$ cat src/rtl/mf_pkg.sv
// shared constants, types and codes of the 3x3 median filter
package mf_pkg;

    localparam int MAX_WIDTH  = 1024;
    localparam int MAX_HEIGHT = 4096;

    localparam int PIX_W      = 8;
    localparam int WIDTH_W    = 11;
    localparam int HEIGHT_W   = 13;
    localparam int CFG_DATA_W = 13;
    localparam int COL_W      = $clog2(MAX_WIDTH);
    localparam int ROW_W      = $clog2(MAX_HEIGHT);
    localparam int PRIME_W    = WIDTH_W;

    localparam int WIDTH_RESET  = (1024 < MAX_WIDTH) ? 1024 : MAX_WIDTH;
    localparam int HEIGHT_RESET = (1024 < MAX_HEIGHT) ? 1024 : MAX_HEIGHT;

    localparam int QUEUE_DEPTH = 4;
    localparam int OUT_DEPTH   = 8;

    typedef enum logic {
        OP_PIXEL = 1'b0,
        OP_DRAIN = 1'b1
    } op_t;

    typedef enum logic {
        REG_IMAGE_WIDTH  = 1'b0,
        REG_IMAGE_HEIGHT = 1'b1
    } reg_index_t;

    // one classified word handed from the front to the back
    typedef struct packed {
        logic [COL_W-1:0] addr;
        logic [PIX_W-1:0] pixel;
        logic             emit;
        logic             last;
        logic             top_out;
        logic             bottom_out;
        logic             left_out;
        logic             right_out;
    } work_t;

endpackage

$ cat src/rtl/mf_queue.sv
// short queue of classified words between front and back
module mf_queue import mf_pkg::*;
(
    input  logic  clk,
    input  logic  rst_n,
    input  logic  push,
    input  work_t push_data,
    input  logic  pop,
    output work_t head,
    output logic  full,
    output logic  empty
);

    localparam int PTR_W = $clog2(QUEUE_DEPTH);
    localparam int CNT_W = $clog2(QUEUE_DEPTH + 1);

    work_t              store_reg [QUEUE_DEPTH];
    logic [PTR_W-1:0]   wr_ptr_reg;
    logic [PTR_W-1:0]   rd_ptr_reg;
    logic [CNT_W-1:0]   count_reg;

    assign full  = (count_reg == CNT_W'(QUEUE_DEPTH));
    assign empty = (count_reg == '0);
    assign head  = store_reg[rd_ptr_reg];

    always_ff @(posedge clk)
    begin
        if (push)
            store_reg[wr_ptr_reg] <= push_data;
    end

    always_ff @(posedge clk or negedge rst_n)
    begin
        if (!rst_n)
        begin
            wr_ptr_reg <= '0;
            rd_ptr_reg <= '0;
            count_reg  <= '0;
        end
        else
        begin
            if (push)
                wr_ptr_reg <= wr_ptr_reg + PTR_W'(1);
            if (pop)
                rd_ptr_reg <= rd_ptr_reg + PTR_W'(1);
            if (push && !pop)
                count_reg <= count_reg + CNT_W'(1);
            else if (pop && !push)
                count_reg <= count_reg - CNT_W'(1);
        end
    end

endmodule

$ cat config.mk
export PLATFORM = sky130hd
export DESIGN_NAME = mf_queue
export DESIGN_NICKNAME = d
export VERILOG_FILES = /design/src/rtl/mf_pkg.sv /design/src/rtl/mf_queue.sv
export SDC_FILE = /design/constraint.sdc
export NUM_CORES = 1
export LEC_CHECK = 0
export BUFFER_PORTS_ARGS = -buffer_cell sky130_fd_sc_hd__buf_2
export CAP_MARGIN = 40
export CORE_MARGIN = 2
export CORE_UTILIZATION = 56
export DETAILED_ROUTE_END_ITERATION = 10
export GPL_ROUTABILITY_DRIVEN = 0
export PLACE_DENSITY = 0.78
export SYNTH_ARGS = -nofsm -noshare
export SYNTH_HDL_FRONTEND = slang
export SYNTH_SLANG_ARGS = --single-unit
export TNS_END_PERCENT = 50
$ cat constraint.sdc
create_clock -name clk -period 1.9 [get_ports clk]
set_input_delay 0.475 -clock clk [delete_from_list [all_inputs] [get_ports clk]]
set_output_delay 0.475 -clock clk [all_outputs]
set_load 0.05 [all_outputs]
[Word-level counts from Yosys, hierarchy flattened]
Memories as Yosys holds them, arrays and structs flattened.
Cells that the tools add are included.
Storage, ports and cells
  memory bits (writable): 96
  memories kept: 1
  logic and storage cells: 19
  bits in registers: 7
Operators by class
  reductions and logical operators: 6
  mux-type cells: 4
  equality and inequality tests: 1
  add/subtract/negate cells: 4
Memory list
  store_reg: depth 4, width 24, rd ports 1, clocked after Yosys merged registers in 0, write ports 1, RTL line mf_queue.sv:17  | work_t store_reg [QUEUE_DEPTH];
Operator list (number)
  $mux 3: 2
  $add 2x1->2 const B: 2
  $add 3x1->3 const B: 1
  $eq 3x3->1 const B: 1
  $logic_not 3->1: 1
  $sub 3x1->3 const B: 1
  $logic_and 1x1->1: 2
  $logic_not 1->1: 2
  $mux 1: 2
  $reduce_bool 2->1: 1

[Depth between registers and ports, before layout]
  word-level depth: 4
  mapped depth: 7
  gate-level depth less buffers: 7

[Worst setup path before layout]
OpenSTA, ideal clock, no wires.
  kind: reg-to-output
  from: register count_reg[0]
  to: output port full
  arrival time: 1.599 ns
  required time: 1.425 ns
  buffers on the path: 0
  path slack: -0.174 ns
  stages on the path, launching flop included: 2
  cell sequence: dfrtp_1 -> nor3b_1
Between the ends
  cells in the longest elaborated chain, start to end: 1
Ends and longest elaborated chain
  from (decl): RTL line mf_queue.sv:20  | logic [CNT_W-1:0] count_reg;
  from (signal assigned): RTL line mf_queue.sv:47  | count_reg <= count_reg + CNT_W'(1);
  from (signal assigned): RTL line mf_queue.sv:49  | count_reg <= count_reg - CNT_W'(1);
  $eq 3x3->1: RTL line mf_queue.sv:22  | assign full = (count_reg == CNT_W'(QUEUE_DEPTH));
  to (decl): RTL line mf_queue.sv:10  | output logic full,
No other way between the ends.

==> impl_metrics.py <==
metrics = {
    "global_route": {
        "grt_max_degree": 25,
        "overflow": 0,
        "antenna_found_initial": 0,
        "track_usage_pct": 17.4,
        "grt_pass1_vias": 1860,
        "grt_pass1_wl_mm": 9.40,
    },
    "sta": {
        "worst_pin_slew_ps": 289,
        "timing.hold.ws_ps": 338,
        "tns_ps": -4940,
        "fmaxAchievable_mhz": 467,
        "setup_ws_ps": -239,
        "setup_violations": 24,
        "final-hold-violation-count": 0,
        "finalClockSkew_ps": 4.30,
        "max_slew_margin_pct": 80.8,
        "drv_slew": 0,
        "min_period_ps": 2140,
        "post-route-period-util_pct": 113,
        "rsz0062_at_grt": "true",
    },
    "cts": {
        "clk_latency_ps": 340,
        "cts_buffers": 9,
        "clock_sinks": 103,
        "clk_path_buf_depth": 2,
        "clkTransAtPathRegs_ps": 90,
        "htree_levels": 3,
        "cts-root-buf": "clkbuf_8",
        "cts_setup_buffers": 0,
        "cts_tree": "done",
    },
    "finish": {
        "area_growth_pct": 18.7,
        "final_net_count": 266,
        "instances_no_fill": 317,
        "drive_above_1_share_pct": 44.3,
        "largest_register_ffs": 96,
        "num_antenna_cells": 0,
    },
    "power_and_ir_drop": {
        "p_per_area_nw_per_um2": 1730,
        "vdd_drop_max_uv": 857,
        "power_leakage_nw": 1.66,
        "finalPower_mw": 8.01,
    },
    "die": {
        "die_h_um": 87.5,
        "initial_core_util_pct": 57.8,
        "ioPinCount": 54,
        "die_x_um": 87.5,
        "core_um2": 6760,
        "die_area_um2": 7650,
        "num_rows": 30,
    },
    "synth": {
        "ys_async_sr_fraction_pct": 6.80,
        "synthTopCellsByCount": "edfxtp_1 (96), mux4_2 (18), dfrtp_1 (7)",
        "ys_ff_latch": 103,
        "ys.flop_type": "edfxtp_1",
        "yosys.area.top_type": "edfxtp_1",
        "synth_area_um2": 3900,
        "synth.distinct_cells": 19,
        "synth-edff-count": 96,
        "syn_nets": 194,
        "yosys-top-cells-area": "edfxtp_1 (74%), mux4_2 (10%), dfrtp_1 (4.5%), mux4_1 (4.0%), ha_1 (1.6%)",
        "synth.avg_cell_area_um2": 24.4,
        "synth_seq_area_share_pct": 78.4,
        "syn_inst": 160,
        "synth_warnings": 0,
        "yosysMostFrequentCell": "edfxtp_1",
        "synth_top_area_share_pct": 73.9,
    },
    "drt": {
        "post_drt_wl_per_cell_um": 19.3,
        "top_layer_used": "met4",
        "dr_wl_met2_mm": 3.20,
        "first_pass_iters": 4,
        "dr_wl_met3_um": 248,
        "viasPerCell": 5.57,
        "drc_errors": 0,
        "wl_met1_mm": 2.61,
        "routed_wl_mm": 6.13,
        "ant_nets": 0,
        "vias": 1765,
        "initialDrtViolationCount": 96,
    },
    "worst_setup_path": {
        "path_max_fanout": 5,
        "r2r_cells": 4,
        "worstPathRequired_ps": 1420,
        "arrival_ps": 1660,
        "critical_path_class": "register to primary output",
        "crit_path_end_kind": "primary output",
        "critical_path.startpoint_type": "register",
    },
    "place": {
        "dp_cells": 300,
        "portBuffers": 53,
        "dp.final_hpwl_mm": 3.96,
    },
    "outcome": {
        "status": "complete, but fails checks",
        "violations": "setup timing",
    },
    "flow_run": {
        "maxCapViolations": 0,
    },
    "min_path": {
        "holdPathStages": 1,
        "hp-class": "input pin to register",
    },
}
## routing by layer
layer	vias up	track usage, %
met3	5	5.12
met2	43	29.3
met1	920	21.6
met4	0	5.87
li1	797	-
met5	-	0
## path summary, 6_finish.rpt
path | from | slack, ps | end
worst max-delay path | rd_ptr_reg[0] | -240 | head[4]
worst min register to register | count_reg[2] | 520 | count_reg[2]
worst max register to register | count_reg[0] | 470 | count_reg[2]
worst min-delay path | push_data[1] | 340 | store_reg[3][1]
min in group asynchronous | rst_n | 490 | count_reg[0]
max in group asynchronous | rst_n | 1240 | rd_ptr_reg[0]
## metrics by stage
| step | worst slack, ps | util, % | instance area (um2) |
|---|---|---|---|
| floorplan | -107 | - | 3910 |
| global placement | 80.5 | 64.1 | 4330 |
| detailed placement | 65.8 | 64.1 | 4330 |
| CTS | -286 | 68.6 | 4640 |
| global route | -305 | 68.6 | 4630 |
| finish | -239 | 68.6 | 4630 |
## worst max-delay path, stage by stage (launching register included)
cell and delay (ps):
dfrtp_2 410, buf_4 190, mux4_2 510, buf_4 200
## final cells by class
class	instances	area [um2]
Clock inverter	6	51.3
Inverter	4	15.0
Multi-Input combinational cell	47	746
Timing Repair Buffer	67	533
Fill cell	427	2120
Tap cell	80	100
Clock buffer	10	128
Sequential cell	103	3060
## power breakdown
part	total, mW	switching (mW)	internal, mW
logic	3.61	2.17	1.44
clock network	1.25	0.659	0.592
registers	3.16	0.176	2.98
## repair_timing
action / in CTS / in global routing
hold buffers: 1 / 0
resized for setup: 49 / 1
endpoints found under the setup margin: 24 / 24
hold endpoints to repair: 7 / 0
## layout by cell type (no fill, tap or decap)
| cell | instances |
|---|---|
| edfxtp_1 | 96 |
| buf_2 | 29 |
| mux4_2 | 24 |
| buf_6 | 20 |
| buf_4 | 15 |
| clkbuf_8 | 9 |
| dfrtp_1 | 6 |
| ha_1 | 5 |
| inv_1 | 4 |
| and2_1 | 4 |
| xor2_1 | 4 |
| clkinv_1 | 3 |
| xnor2_1 | 2 |
| nand2_1 | 2 |
| clkinv_2 | 2 |
| buf_12 | 2 |
| nor3_1 | 1 |
| nor3b_2 | 1 |
| mux2_2 | 1 |
| o21ai_0 | 1 |
| nor2_1 | 1 |
| fa_1 | 1 |
| bufinv_16 | 1 |
| clkbuf_1 | 1 |
| dlygate4sd3_1 | 1 |
| dfrtp_2 | 1 |
## kinds of logic after synthesis
group / synth area share (%)
AOI/OAI and AO/OA: 0.128
xor gates and xnor gates: 1.35
adders and majority gates: 2.12
and+or+nand+nor: 1.25
muxes: 14.7
buffers and inverters: 2.08
DFF: 78.4
Power figures use the tool's default switching activity.
