`config.mk`:
```
export PLATFORM = sky130hd
export DESIGN_NAME = mf_front
export DESIGN_NICKNAME = d
export VERILOG_FILES = /design/src/rtl/mf_pkg.sv /design/src/rtl/mf_front.sv
export SDC_FILE = /design/constraint.sdc
export NUM_CORES = 1
export LEC_CHECK = 0
export BUFFER_PORTS_ARGS = -buffer_cell sky130_fd_sc_hd__buf_2
export CAP_MARGIN = 15
export CELL_PAD_IN_SITES_DETAIL_PLACEMENT = 1
export CELL_PAD_IN_SITES_GLOBAL_PLACEMENT = 1
export CORE_MARGIN = 1.5
export CORE_UTILIZATION = 40
export DETAILED_ROUTE_END_ITERATION = 16
export PLACE_DENSITY_LB_ADDON = 0.1
export SLEW_MARGIN = 20
export SYNTH_ARGS = -nofsm -noshare
export SYNTH_HDL_FRONTEND = slang
export SYNTH_SLANG_ARGS = --single-unit
```
`constraint.sdc`:
```
create_clock -name clk -period 4.35 [get_ports clk]
set_input_delay 0.87 -clock clk [delete_from_list [all_inputs] [get_ports clk]]
set_output_delay 0.87 -clock clk [all_outputs]
set_load 0.005 [all_outputs]
```
`src/rtl/mf_pkg.sv`:
```
// shared constants, types and codes of the 3x3 median filter
package mf_pkg;

    localparam int MAX_WIDTH  = 1024;
    localparam int MAX_HEIGHT = 4096;

    localparam int PIX_W      = 8;
    localparam int WIDTH_W    = 11;
    localparam int HEIGHT_W   = 13;
    localparam int CFG_DATA_W = 13;
    localparam int COL_W      = $clog2(MAX_WIDTH);
    localparam int ROW_W      = $clog2(MAX_HEIGHT);
    localparam int PRIME_W    = WIDTH_W;

    localparam int WIDTH_RESET  = (1024 < MAX_WIDTH) ? 1024 : MAX_WIDTH;
    localparam int HEIGHT_RESET = (1024 < MAX_HEIGHT) ? 1024 : MAX_HEIGHT;

    localparam int QUEUE_DEPTH = 4;
    localparam int OUT_DEPTH   = 8;

    typedef enum logic {
        OP_PIXEL = 1'b0,
        OP_DRAIN = 1'b1
    } op_t;

    typedef enum logic {
        REG_IMAGE_WIDTH  = 1'b0,
        REG_IMAGE_HEIGHT = 1'b1
    } reg_index_t;

    // one classified word handed from the front to the back
    typedef struct packed {
        logic [COL_W-1:0] addr;
        logic [PIX_W-1:0] pixel;
        logic             emit;
        logic             last;
        logic             top_out;
        logic             bottom_out;
        logic             left_out;
        logic             right_out;
    } work_t;

endpackage

```
`src/rtl/mf_front.sv`:
```
// front end: configuration registers, position counters and word classification
module mf_front import mf_pkg::*;
(
    input  logic                  clk,
    input  logic                  rst_n,
    input  logic                  cfg_write,
    input  logic [0:0]            cfg_index,
    input  logic [CFG_DATA_W-1:0] cfg_data,
    input  logic                  in_valid,
    output logic                  in_ready,
    input  logic                  operation,
    input  logic [PIX_W-1:0]      pixel,
    input  logic                  queue_full,
    output logic                  push,
    output work_t                 work
);

    logic [WIDTH_W-1:0]  width_reg;
    logic [HEIGHT_W-1:0] height_reg;
    logic [COL_W-1:0]    in_col_reg;
    logic [COL_W-1:0]    out_col_reg;
    logic [ROW_W-1:0]    out_row_reg;
    logic [PRIME_W-1:0]  prime_reg;

    logic                accept;
    logic                emit;
    logic                in_col_end;
    logic                out_col_end;
    logic                out_row_end;
    logic                last_word;
    logic [COL_W-1:0]    in_col_next;

    function automatic logic [WIDTH_W-1:0] clamp_width(input logic [WIDTH_W-1:0] v);
        if (v < WIDTH_W'(2))
            return WIDTH_W'(2);
        if (v > WIDTH_W'(MAX_WIDTH))
            return WIDTH_W'(MAX_WIDTH);
        return v;
    endfunction

    function automatic logic [HEIGHT_W-1:0] clamp_height(input logic [HEIGHT_W-1:0] v);
        if (v < HEIGHT_W'(2))
            return HEIGHT_W'(2);
        if (v > HEIGHT_W'(MAX_HEIGHT))
            return HEIGHT_W'(MAX_HEIGHT);
        return v;
    endfunction

    assign in_ready = !queue_full;
    assign accept   = in_valid && !queue_full;
    assign push     = accept;

    assign emit        = !(prime_reg < (WIDTH_W'(prime_reg) ^ prime_reg) + width_reg + WIDTH_W'(1));
    assign in_col_end  = (WIDTH_W'(in_col_reg) + WIDTH_W'(1)) >= width_reg;
    assign out_col_end = (WIDTH_W'(out_col_reg) + WIDTH_W'(1)) >= width_reg;
    assign out_row_end = (HEIGHT_W'(out_row_reg) + HEIGHT_W'(1)) >= height_reg;
    assign last_word   = emit && out_row_end && out_col_end;
    assign in_col_next = in_col_end ? '0 : in_col_reg + COL_W'(1);

    always_comb
    begin
        work.addr       = in_col_reg;
        work.pixel      = (op_t'(operation) == OP_DRAIN) ? '0 : pixel;
        work.emit       = emit;
        work.last       = last_word;
        work.top_out    = (out_row_reg == '0);
        work.bottom_out = out_row_end;
        work.left_out   = (out_col_reg == '0);
        work.right_out  = out_col_end;
    end

    always_ff @(posedge clk or negedge rst_n)
    begin
        if (!rst_n)
        begin
            width_reg   <= WIDTH_W'(WIDTH_RESET);
            height_reg  <= HEIGHT_W'(HEIGHT_RESET);
            in_col_reg  <= '0;
            out_col_reg <= '0;
            out_row_reg <= '0;
            prime_reg   <= '0;
        end
        else if (cfg_write)
        begin
            unique case (reg_index_t'(cfg_index))
                REG_IMAGE_WIDTH:  width_reg  <= clamp_width(cfg_data[WIDTH_W-1:0]);
                REG_IMAGE_HEIGHT: height_reg <= clamp_height(cfg_data[HEIGHT_W-1:0]);
                default:          ;
            endcase
            in_col_reg  <= '0;
            out_col_reg <= '0;
            out_row_reg <= '0;
            prime_reg   <= '0;
        end
        else if (accept)
        begin
            in_col_reg <= last_word ? '0 : in_col_next;
            if (!emit)
                prime_reg <= prime_reg + PRIME_W'(1);
            else if (last_word)
            begin
                prime_reg   <= '0;
                out_col_reg <= '0;
                out_row_reg <= '0;
            end
            else if (out_col_end)
            begin
                out_col_reg <= '0;
                out_row_reg <= out_row_reg + ROW_W'(1);
            end
            else
                out_col_reg <= out_col_reg + COL_W'(1);
        end
    end

endmodule

```
# After elaboration in Yosys (flattened, before gate mapping)
# Index checks and enable logic that the tools add are counted.
[classes]
order_cmp = 8
bitwise = 2
n_reduce_logical = 15
n_eq_ne = 1
add_sub_neg = 9
mux = 41
[ops]
columns = ["op", "n"]
rows = [
  ["2-to-1 mux 10 bit", 9],
  ["2-to-1 mux 11 bit", 8],
  ["2-to-1 mux 12 bit", 5],
  ["2-to-1 mux 13 bit", 4],
  ["adder 10 x 1 -> 11 bit, second input constant", 2],
  ["adder 11 x 1 -> 11 bit, second input constant", 2],
  [">= comparator 11 bit", 2],
  ["adder 10 x 1 -> 10 bit, second input constant", 2],
  ["2-to-1 mux 1 bit", 14],
  ["adder 12 x 1 -> 13 bit, second input constant", 1],
  [">= comparator 13 bit", 1],
  ["greater-than comparator 13 bit, second input constant", 1],
  ["< comparator 13 x 2 -> 1 bit, second input constant", 1],
  ["adder 12 x 1 -> 12 bit, second input constant", 1],
  ["zero test 12 bit", 1],
  ["adder 11 bit", 1],
  ["greater-than comparator 11 bit, second input constant", 1],
  ["< comparator 11 bit", 1],
  ["< comparator 11 x 2 -> 1 bit, second input constant", 1],
  ["bitwise XOR 11 bit", 1],
  ["zero test 10 bit", 1],
  ["2-to-1 mux 8 bit", 1],
  ["AND reduction 2 bit", 4],
  ["nonzero test 3 bit", 2],
  ["other kinds (6)", 9],
]
[totals]
output_inout_bits = 26
word_cells = 82
regBits = 67

# Depth between registers and ports, before layout
[logic_depth]
depth_word = 11
depth_mapped = 15

# Worst setup path after synthesis
# Ideal clock, no wire load.
[synth_path]
kind = "register to output"
startpoint = "reg out_row_reg[0]"
endpoint = "out work[4] (netlist bit)"
required_ns = 3.480
setup_slack_ns = 0.533
arrival_ns = 2.947
stages_incl_launch_ff = 16
n_path_buf = 2
cell_sequence = "dfrtp_1 > ha_1 > and3_1 > nand3_1 > nor3b_1 > nor2_1 > nand2b_1 > ha_1 > a211oi_1 > nand2_1 > a2111oi_0 > a2111o_1 > buf_6 > or2_1 > inv_1 > buf_4"
[synth_via]
elab_chain_len = 4
[synth_lines]
columns = ["element", "line_no", "text"]
rows = [
  ["from (decl)", "mf_front.sv:22", "logic [ROW_W-1:0] out_row_reg;"],
  ["from (signal assigned)", "mf_front.sv:109", "out_row_reg <= out_row_reg + ROW_W'(1);"],
  ["adder 12 x 1 -> 13 bit", "mf_front.sv:56", "assign out_row_end = (HEIGHT_W'(out_row_reg) + HEIGHT_W'(1)) >= height_reg;"],
  [">= comparator 13 bit", "mf_front.sv:56", ""],
  ["logical AND 1 bit (2 in a row)", "mf_front.sv:57", "assign last_word = emit && out_row_end && out_col_end;"],
  ["to (decl)", "mf_front.sv:15", "output work_t work"],
]
# Every way passes these cells.

==> summary.md <==
| Metric | Value |
|---|---|
| Result of the run | finished clean |
| CTS HTree Levels | 3 |
| Number of global-route vias before repair | 4,772 |
| Sinks on the clock net | 67 |
| Proportion of layout cells with a drive suffix above 1 | between 15 and 20% |
| Die height | approximately 120 um |
| Simple-gate area share of the yosys netlist | between 20% and 30% |
| Adder-cell area share of the yosys netlist | around 13% |
| Proportion of synthesized flip-flops having asynchronous set or reset | 100.0% |
| Crit Path Max Fanout | 5 |
| Worst slew margin | 36.29% |
| Hold depth | 2 |
| Core region area | 12,110 um2 |
| Buffer type at the clock tree root | sky130_fd_sc_hd__clkbuf_16 |
| Capture instance of the worst register-to-register path | out_col_reg[2] |
| Worst min-delay path category | reg -> reg |
| Worst Hold Launch | width_reg[9] |
| Synth cell types | 52 |
| Source of the worst register-to-register timing path | width_reg[1] |
| Ant. Diodes | 0 |
| Die span in x | roughly 120 um |
| Area share of the largest cell type after synthesis | 32.41% |
| Prevailing post-synth register cell | sky130_fd_sc_hd__dfrtp_1 |
| Clock period minus worst slack | 4.164 ns |
| Synthesized netlist cell count | around 590 |
| CP required | 3.48 ns |
| Pins over their slew limit | 0 |
| Placed instance area | between 5000 and 6000 um2 |
| Remaining global-route overflow | 0 |
| I/O pins | between 50 and 60 |
| Endpoint of the worst hold path | width_reg[9] |
| Critical path startpoint category | register |
| Buffers added on ports | 53 |
| Cell type contributing the most total cell area after synthesis | sky130_fd_sc_hd__dfrtp_1 |
| Pleak | approximately 0.0028 uW |
| DRC marker count from the first detailed-route iteration | between 150 and 200 |
| Final WL | 15,190 um |
| Critical path arrival | 3.29 ns |
| Setup violations, final | 0 |
| Hold Slack | a little under 0.5 ns |
| Syn Nets | 668 |
| Synth Register Bits | 67 |
| CTS tree | yes |
| DRC viols | 0 |
| Initial antenna violation count | 0 |
| Number of flops mapped to enable cells by yosys | 0 |
| Transition at the pin with the smallest max-transition slack | about 0.96 ns |
| Number of nets with antenna violations after routing | 0 |
| Final hold violations | 0 |
| Count of max-cap constraint violations | 0 |
| Mux share of post-synthesis cell area | less than 1% |
| Final net count | a little over 700 |
| Largest voltage drop on the vdd net | approximately 0.26 mV |
| Clk pin slew, worst setup/hold paths | about 0.050 ns |
| Per-instance average area after synthesis | between 8 and 9 um2 |
| Setup clock skew after layout | slightly below 0.007 ns |
| Largest net degree at the start of global routing | 40 |
| Parity-gate share of the synthesized area counting xor and xnor cells | between 4 and 5% |
| Post-synthesis sequential area ratio | ~33% |
| Total track usage | 24.42% |
| Cell area after technology mapping | 5019 um2 |
| Final cycle utilization of the critical path | a little over nine tenths |
| Accumulated negative setup slack | 0 ns |
| Timing-limited maximum frequency | around 240 MHz |
| First-pass GRT wire length | 24,750 um |
| Yosys Warn Count | 0 |
| Sort of element at the end of the critical path | output pin |
| End-of-flow core utilization | around half |
| Site Rows | 40 |
| Layout area overhead | 17.60% |
| Top cells by area in the synthesized netlist | sky130_fd_sc_hd__dfrtp_1 (32%), sky130_fd_sc_hd__ha_1 (13%), sky130_fd_sc_hd__nand2_1 (4.3%) |
| Cts bufs inserted | 9 |
| CTS max path bufs | 2 |
| Initial DRT Pass Iterations | 4 |
| Last weighted congestion value of the routability-driven placer | approximately 0.86 |
| Average wire length per cell after detail routing | roughly 19 um |
| Via density | between 5 and 6 |
| Overall power consumption | 1951 uW |
| Slack of the worst reg-to-reg path | about 0.63 ns |
| Total non-filler cell area in the finished layout | 5902 um2 |
| Clock insertion delay at the later pin of the skew report | 0.35 ns |
| Crit Path Class | reg -> out |
| Final HPWL from detailed placement | 11,420 um |
| Max reg flops | 13 |
| Compound-cell area share of the yosys netlist | between 10% and 20% |
| Cell depth of the worst flop-to-flop path | 14 |
| Area of the die | roughly 13,000 um2 |
| Initial core utilization | between 40% and 50% |
| Largest family of logic cells by synthesized area | simple AND/OR/NAND/NOR gates |
| Count of vias placed by the detailed router | around 4,600 |
| Total power density per cell area | approximately 330 nW/um2 |
[synthesized netlist by cell type, types with 4 or more instances]
library cell                count
sky130_fd_sc_hd__inv_1         43
sky130_fd_sc_hd__a22o_1        21
sky130_fd_sc_hd__o31ai_1        6
sky130_fd_sc_hd__or2_2          8
sky130_fd_sc_hd__dfrtp_1       65
sky130_fd_sc_hd__o21ai_0       35
sky130_fd_sc_hd__xnor2_1       18
sky130_fd_sc_hd__nor2_1        36
sky130_fd_sc_hd__a311oi_1       4
sky130_fd_sc_hd__a21oi_1       24
sky130_fd_sc_hd__and2_1         6
sky130_fd_sc_hd__a32o_1         4
sky130_fd_sc_hd__buf_4          4
sky130_fd_sc_hd__clkbuf_1      16
sky130_fd_sc_hd__xor2_1        10
sky130_fd_sc_hd__a31oi_1        6
sky130_fd_sc_hd__nor4_1         9
sky130_fd_sc_hd__o211ai_1      10
sky130_fd_sc_hd__nand4_1        9
sky130_fd_sc_hd__nor2b_1       17
sky130_fd_sc_hd__and3_1        13
sky130_fd_sc_hd__o2111ai_1      4
sky130_fd_sc_hd__ha_1          52
sky130_fd_sc_hd__o221ai_1       7
sky130_fd_sc_hd__nor3_1        18
sky130_fd_sc_hd__nand3_1       35
sky130_fd_sc_hd__nand2b_1       9
sky130_fd_sc_hd__nand2_1       58
[through the flow]
stage / setup WS (ns) / cells
5_1_grt: -0.06311 / 812
3_5_place_dp: 0.06307 / 794
3_3_place_gp: 0.3795 / 794
2_1_floorplan: 0.5329 / 588
4_1_cts: 0.02757 / 810
6_report: 0.1857 / 812
[cells by family after synthesis]
| group | count (synthesis) |
|---|---|
| AO/OA/AOI/OAI | 138 |
| XOR/XNOR | 28 |
| adder cells (fa/ha/maj) | 52 |
| buffers and inverters | 70 |
| flip-flops | 67 |
| multiplexers | 2 |
| AND/OR/NAND/NOR | 231 |
[repair_timing]
item	CTS	global route
gates resized for setup	4	17
cloned	0	0
pin swaps	0	2
setup buffers	0	2
hold endpoints to repair	0	0
hold buffers	0	0
setup endpoints to repair	2	3
[worst max-delay path: stages, from the launching register on]
cell and delay (ns):
sky130_fd_sc_hd__dfrtp_1 0.39, sky130_fd_sc_hd__ha_2 0.22, sky130_fd_sc_hd__and3_1 0.22, sky130_fd_sc_hd__nand3_2 0.16, sky130_fd_sc_hd__nor3b_2 0.28, sky130_fd_sc_hd__nor2_1 0.09
sky130_fd_sc_hd__nand2b_1 0.16, sky130_fd_sc_hd__ha_1 0.30, sky130_fd_sc_hd__nand3_1 0.08, sky130_fd_sc_hd__nand2_1 0.11, sky130_fd_sc_hd__a2111oi_4 0.06, sky130_fd_sc_hd__a2111o_1 0.46
sky130_fd_sc_hd__or2_1 0.25, sky130_fd_sc_hd__inv_1 0.06, sky130_fd_sc_hd__buf_2 0.10
[metal layers]
layer  global-route usage, %  share of wire, %  wire (um)
met1                   31.09                47       7168
met2                   41.47                48       7245
met3                   5.324               3.0        454
met4                   7.654               2.1        317
met5                       0                 0          0
[layout make-up]
type | count | area [um2]
Fill cell | 1468 | 6210
Timing Repair Buffer | 66 | 362.8
Multi-Input combinational cell | 451 | 3119
Clock buffer | 12 | 266.5
Tap cell | 168 | 210.2
Sequential cell | 67 | 1683
Clock inverter | 4 | 95.09
Inverter | 44 | 165.2
[report_power, final]
group          switching, uW  total, uW  internal (uW)
registers               43.5        707            663
logic                    215        352            137
clock network            287        892            606
[placed cells by master, fill, tap and decap left out, types with 4 or more instances in the layout]
cell,n
sky130_fd_sc_hd__ha_1,50
sky130_fd_sc_hd__a22o_1,21
sky130_fd_sc_hd__o221ai_1,7
sky130_fd_sc_hd__and3_1,13
sky130_fd_sc_hd__buf_2,53
sky130_fd_sc_hd__nor2_1,34
sky130_fd_sc_hd__nand3_1,33
sky130_fd_sc_hd__xnor2_1,18
sky130_fd_sc_hd__or2_2,8
sky130_fd_sc_hd__a32o_1,4
sky130_fd_sc_hd__nand2b_1,9
sky130_fd_sc_hd__a21oi_1,24
sky130_fd_sc_hd__and2_1,6
sky130_fd_sc_hd__nor3_1,14
sky130_fd_sc_hd__nand2_1,58
sky130_fd_sc_hd__o2111ai_1,4
sky130_fd_sc_hd__xor2_1,10
sky130_fd_sc_hd__buf_4,13
sky130_fd_sc_hd__a311oi_1,4
sky130_fd_sc_hd__nor4_1,9
sky130_fd_sc_hd__nor2b_1,17
sky130_fd_sc_hd__o211ai_1,10
sky130_fd_sc_hd__dfrtp_1,62
sky130_fd_sc_hd__clkbuf_16,9
sky130_fd_sc_hd__a31oi_1,6
sky130_fd_sc_hd__o31ai_1,6
sky130_fd_sc_hd__o21ai_0,35
sky130_fd_sc_hd__nand4_1,9
sky130_fd_sc_hd__inv_1,42
[how the worst max path moves through the flow]
stage,slack [ns],start,depth (start not counted),to
global placement,0.38,out_row_reg[0],13,work[4]
finish,0.19,out_row_reg[0],14,work[4]
floorplan,0.53,out_row_reg[0],15,work[4]
global route,-0.06,out_row_reg[0],14,work[4]
detailed placement,0.06,out_row_reg[2],13,work[4]
CTS,0.03,out_row_reg[2],13,work[4]
No activity file was read; power rests on OpenSTA's default activity.
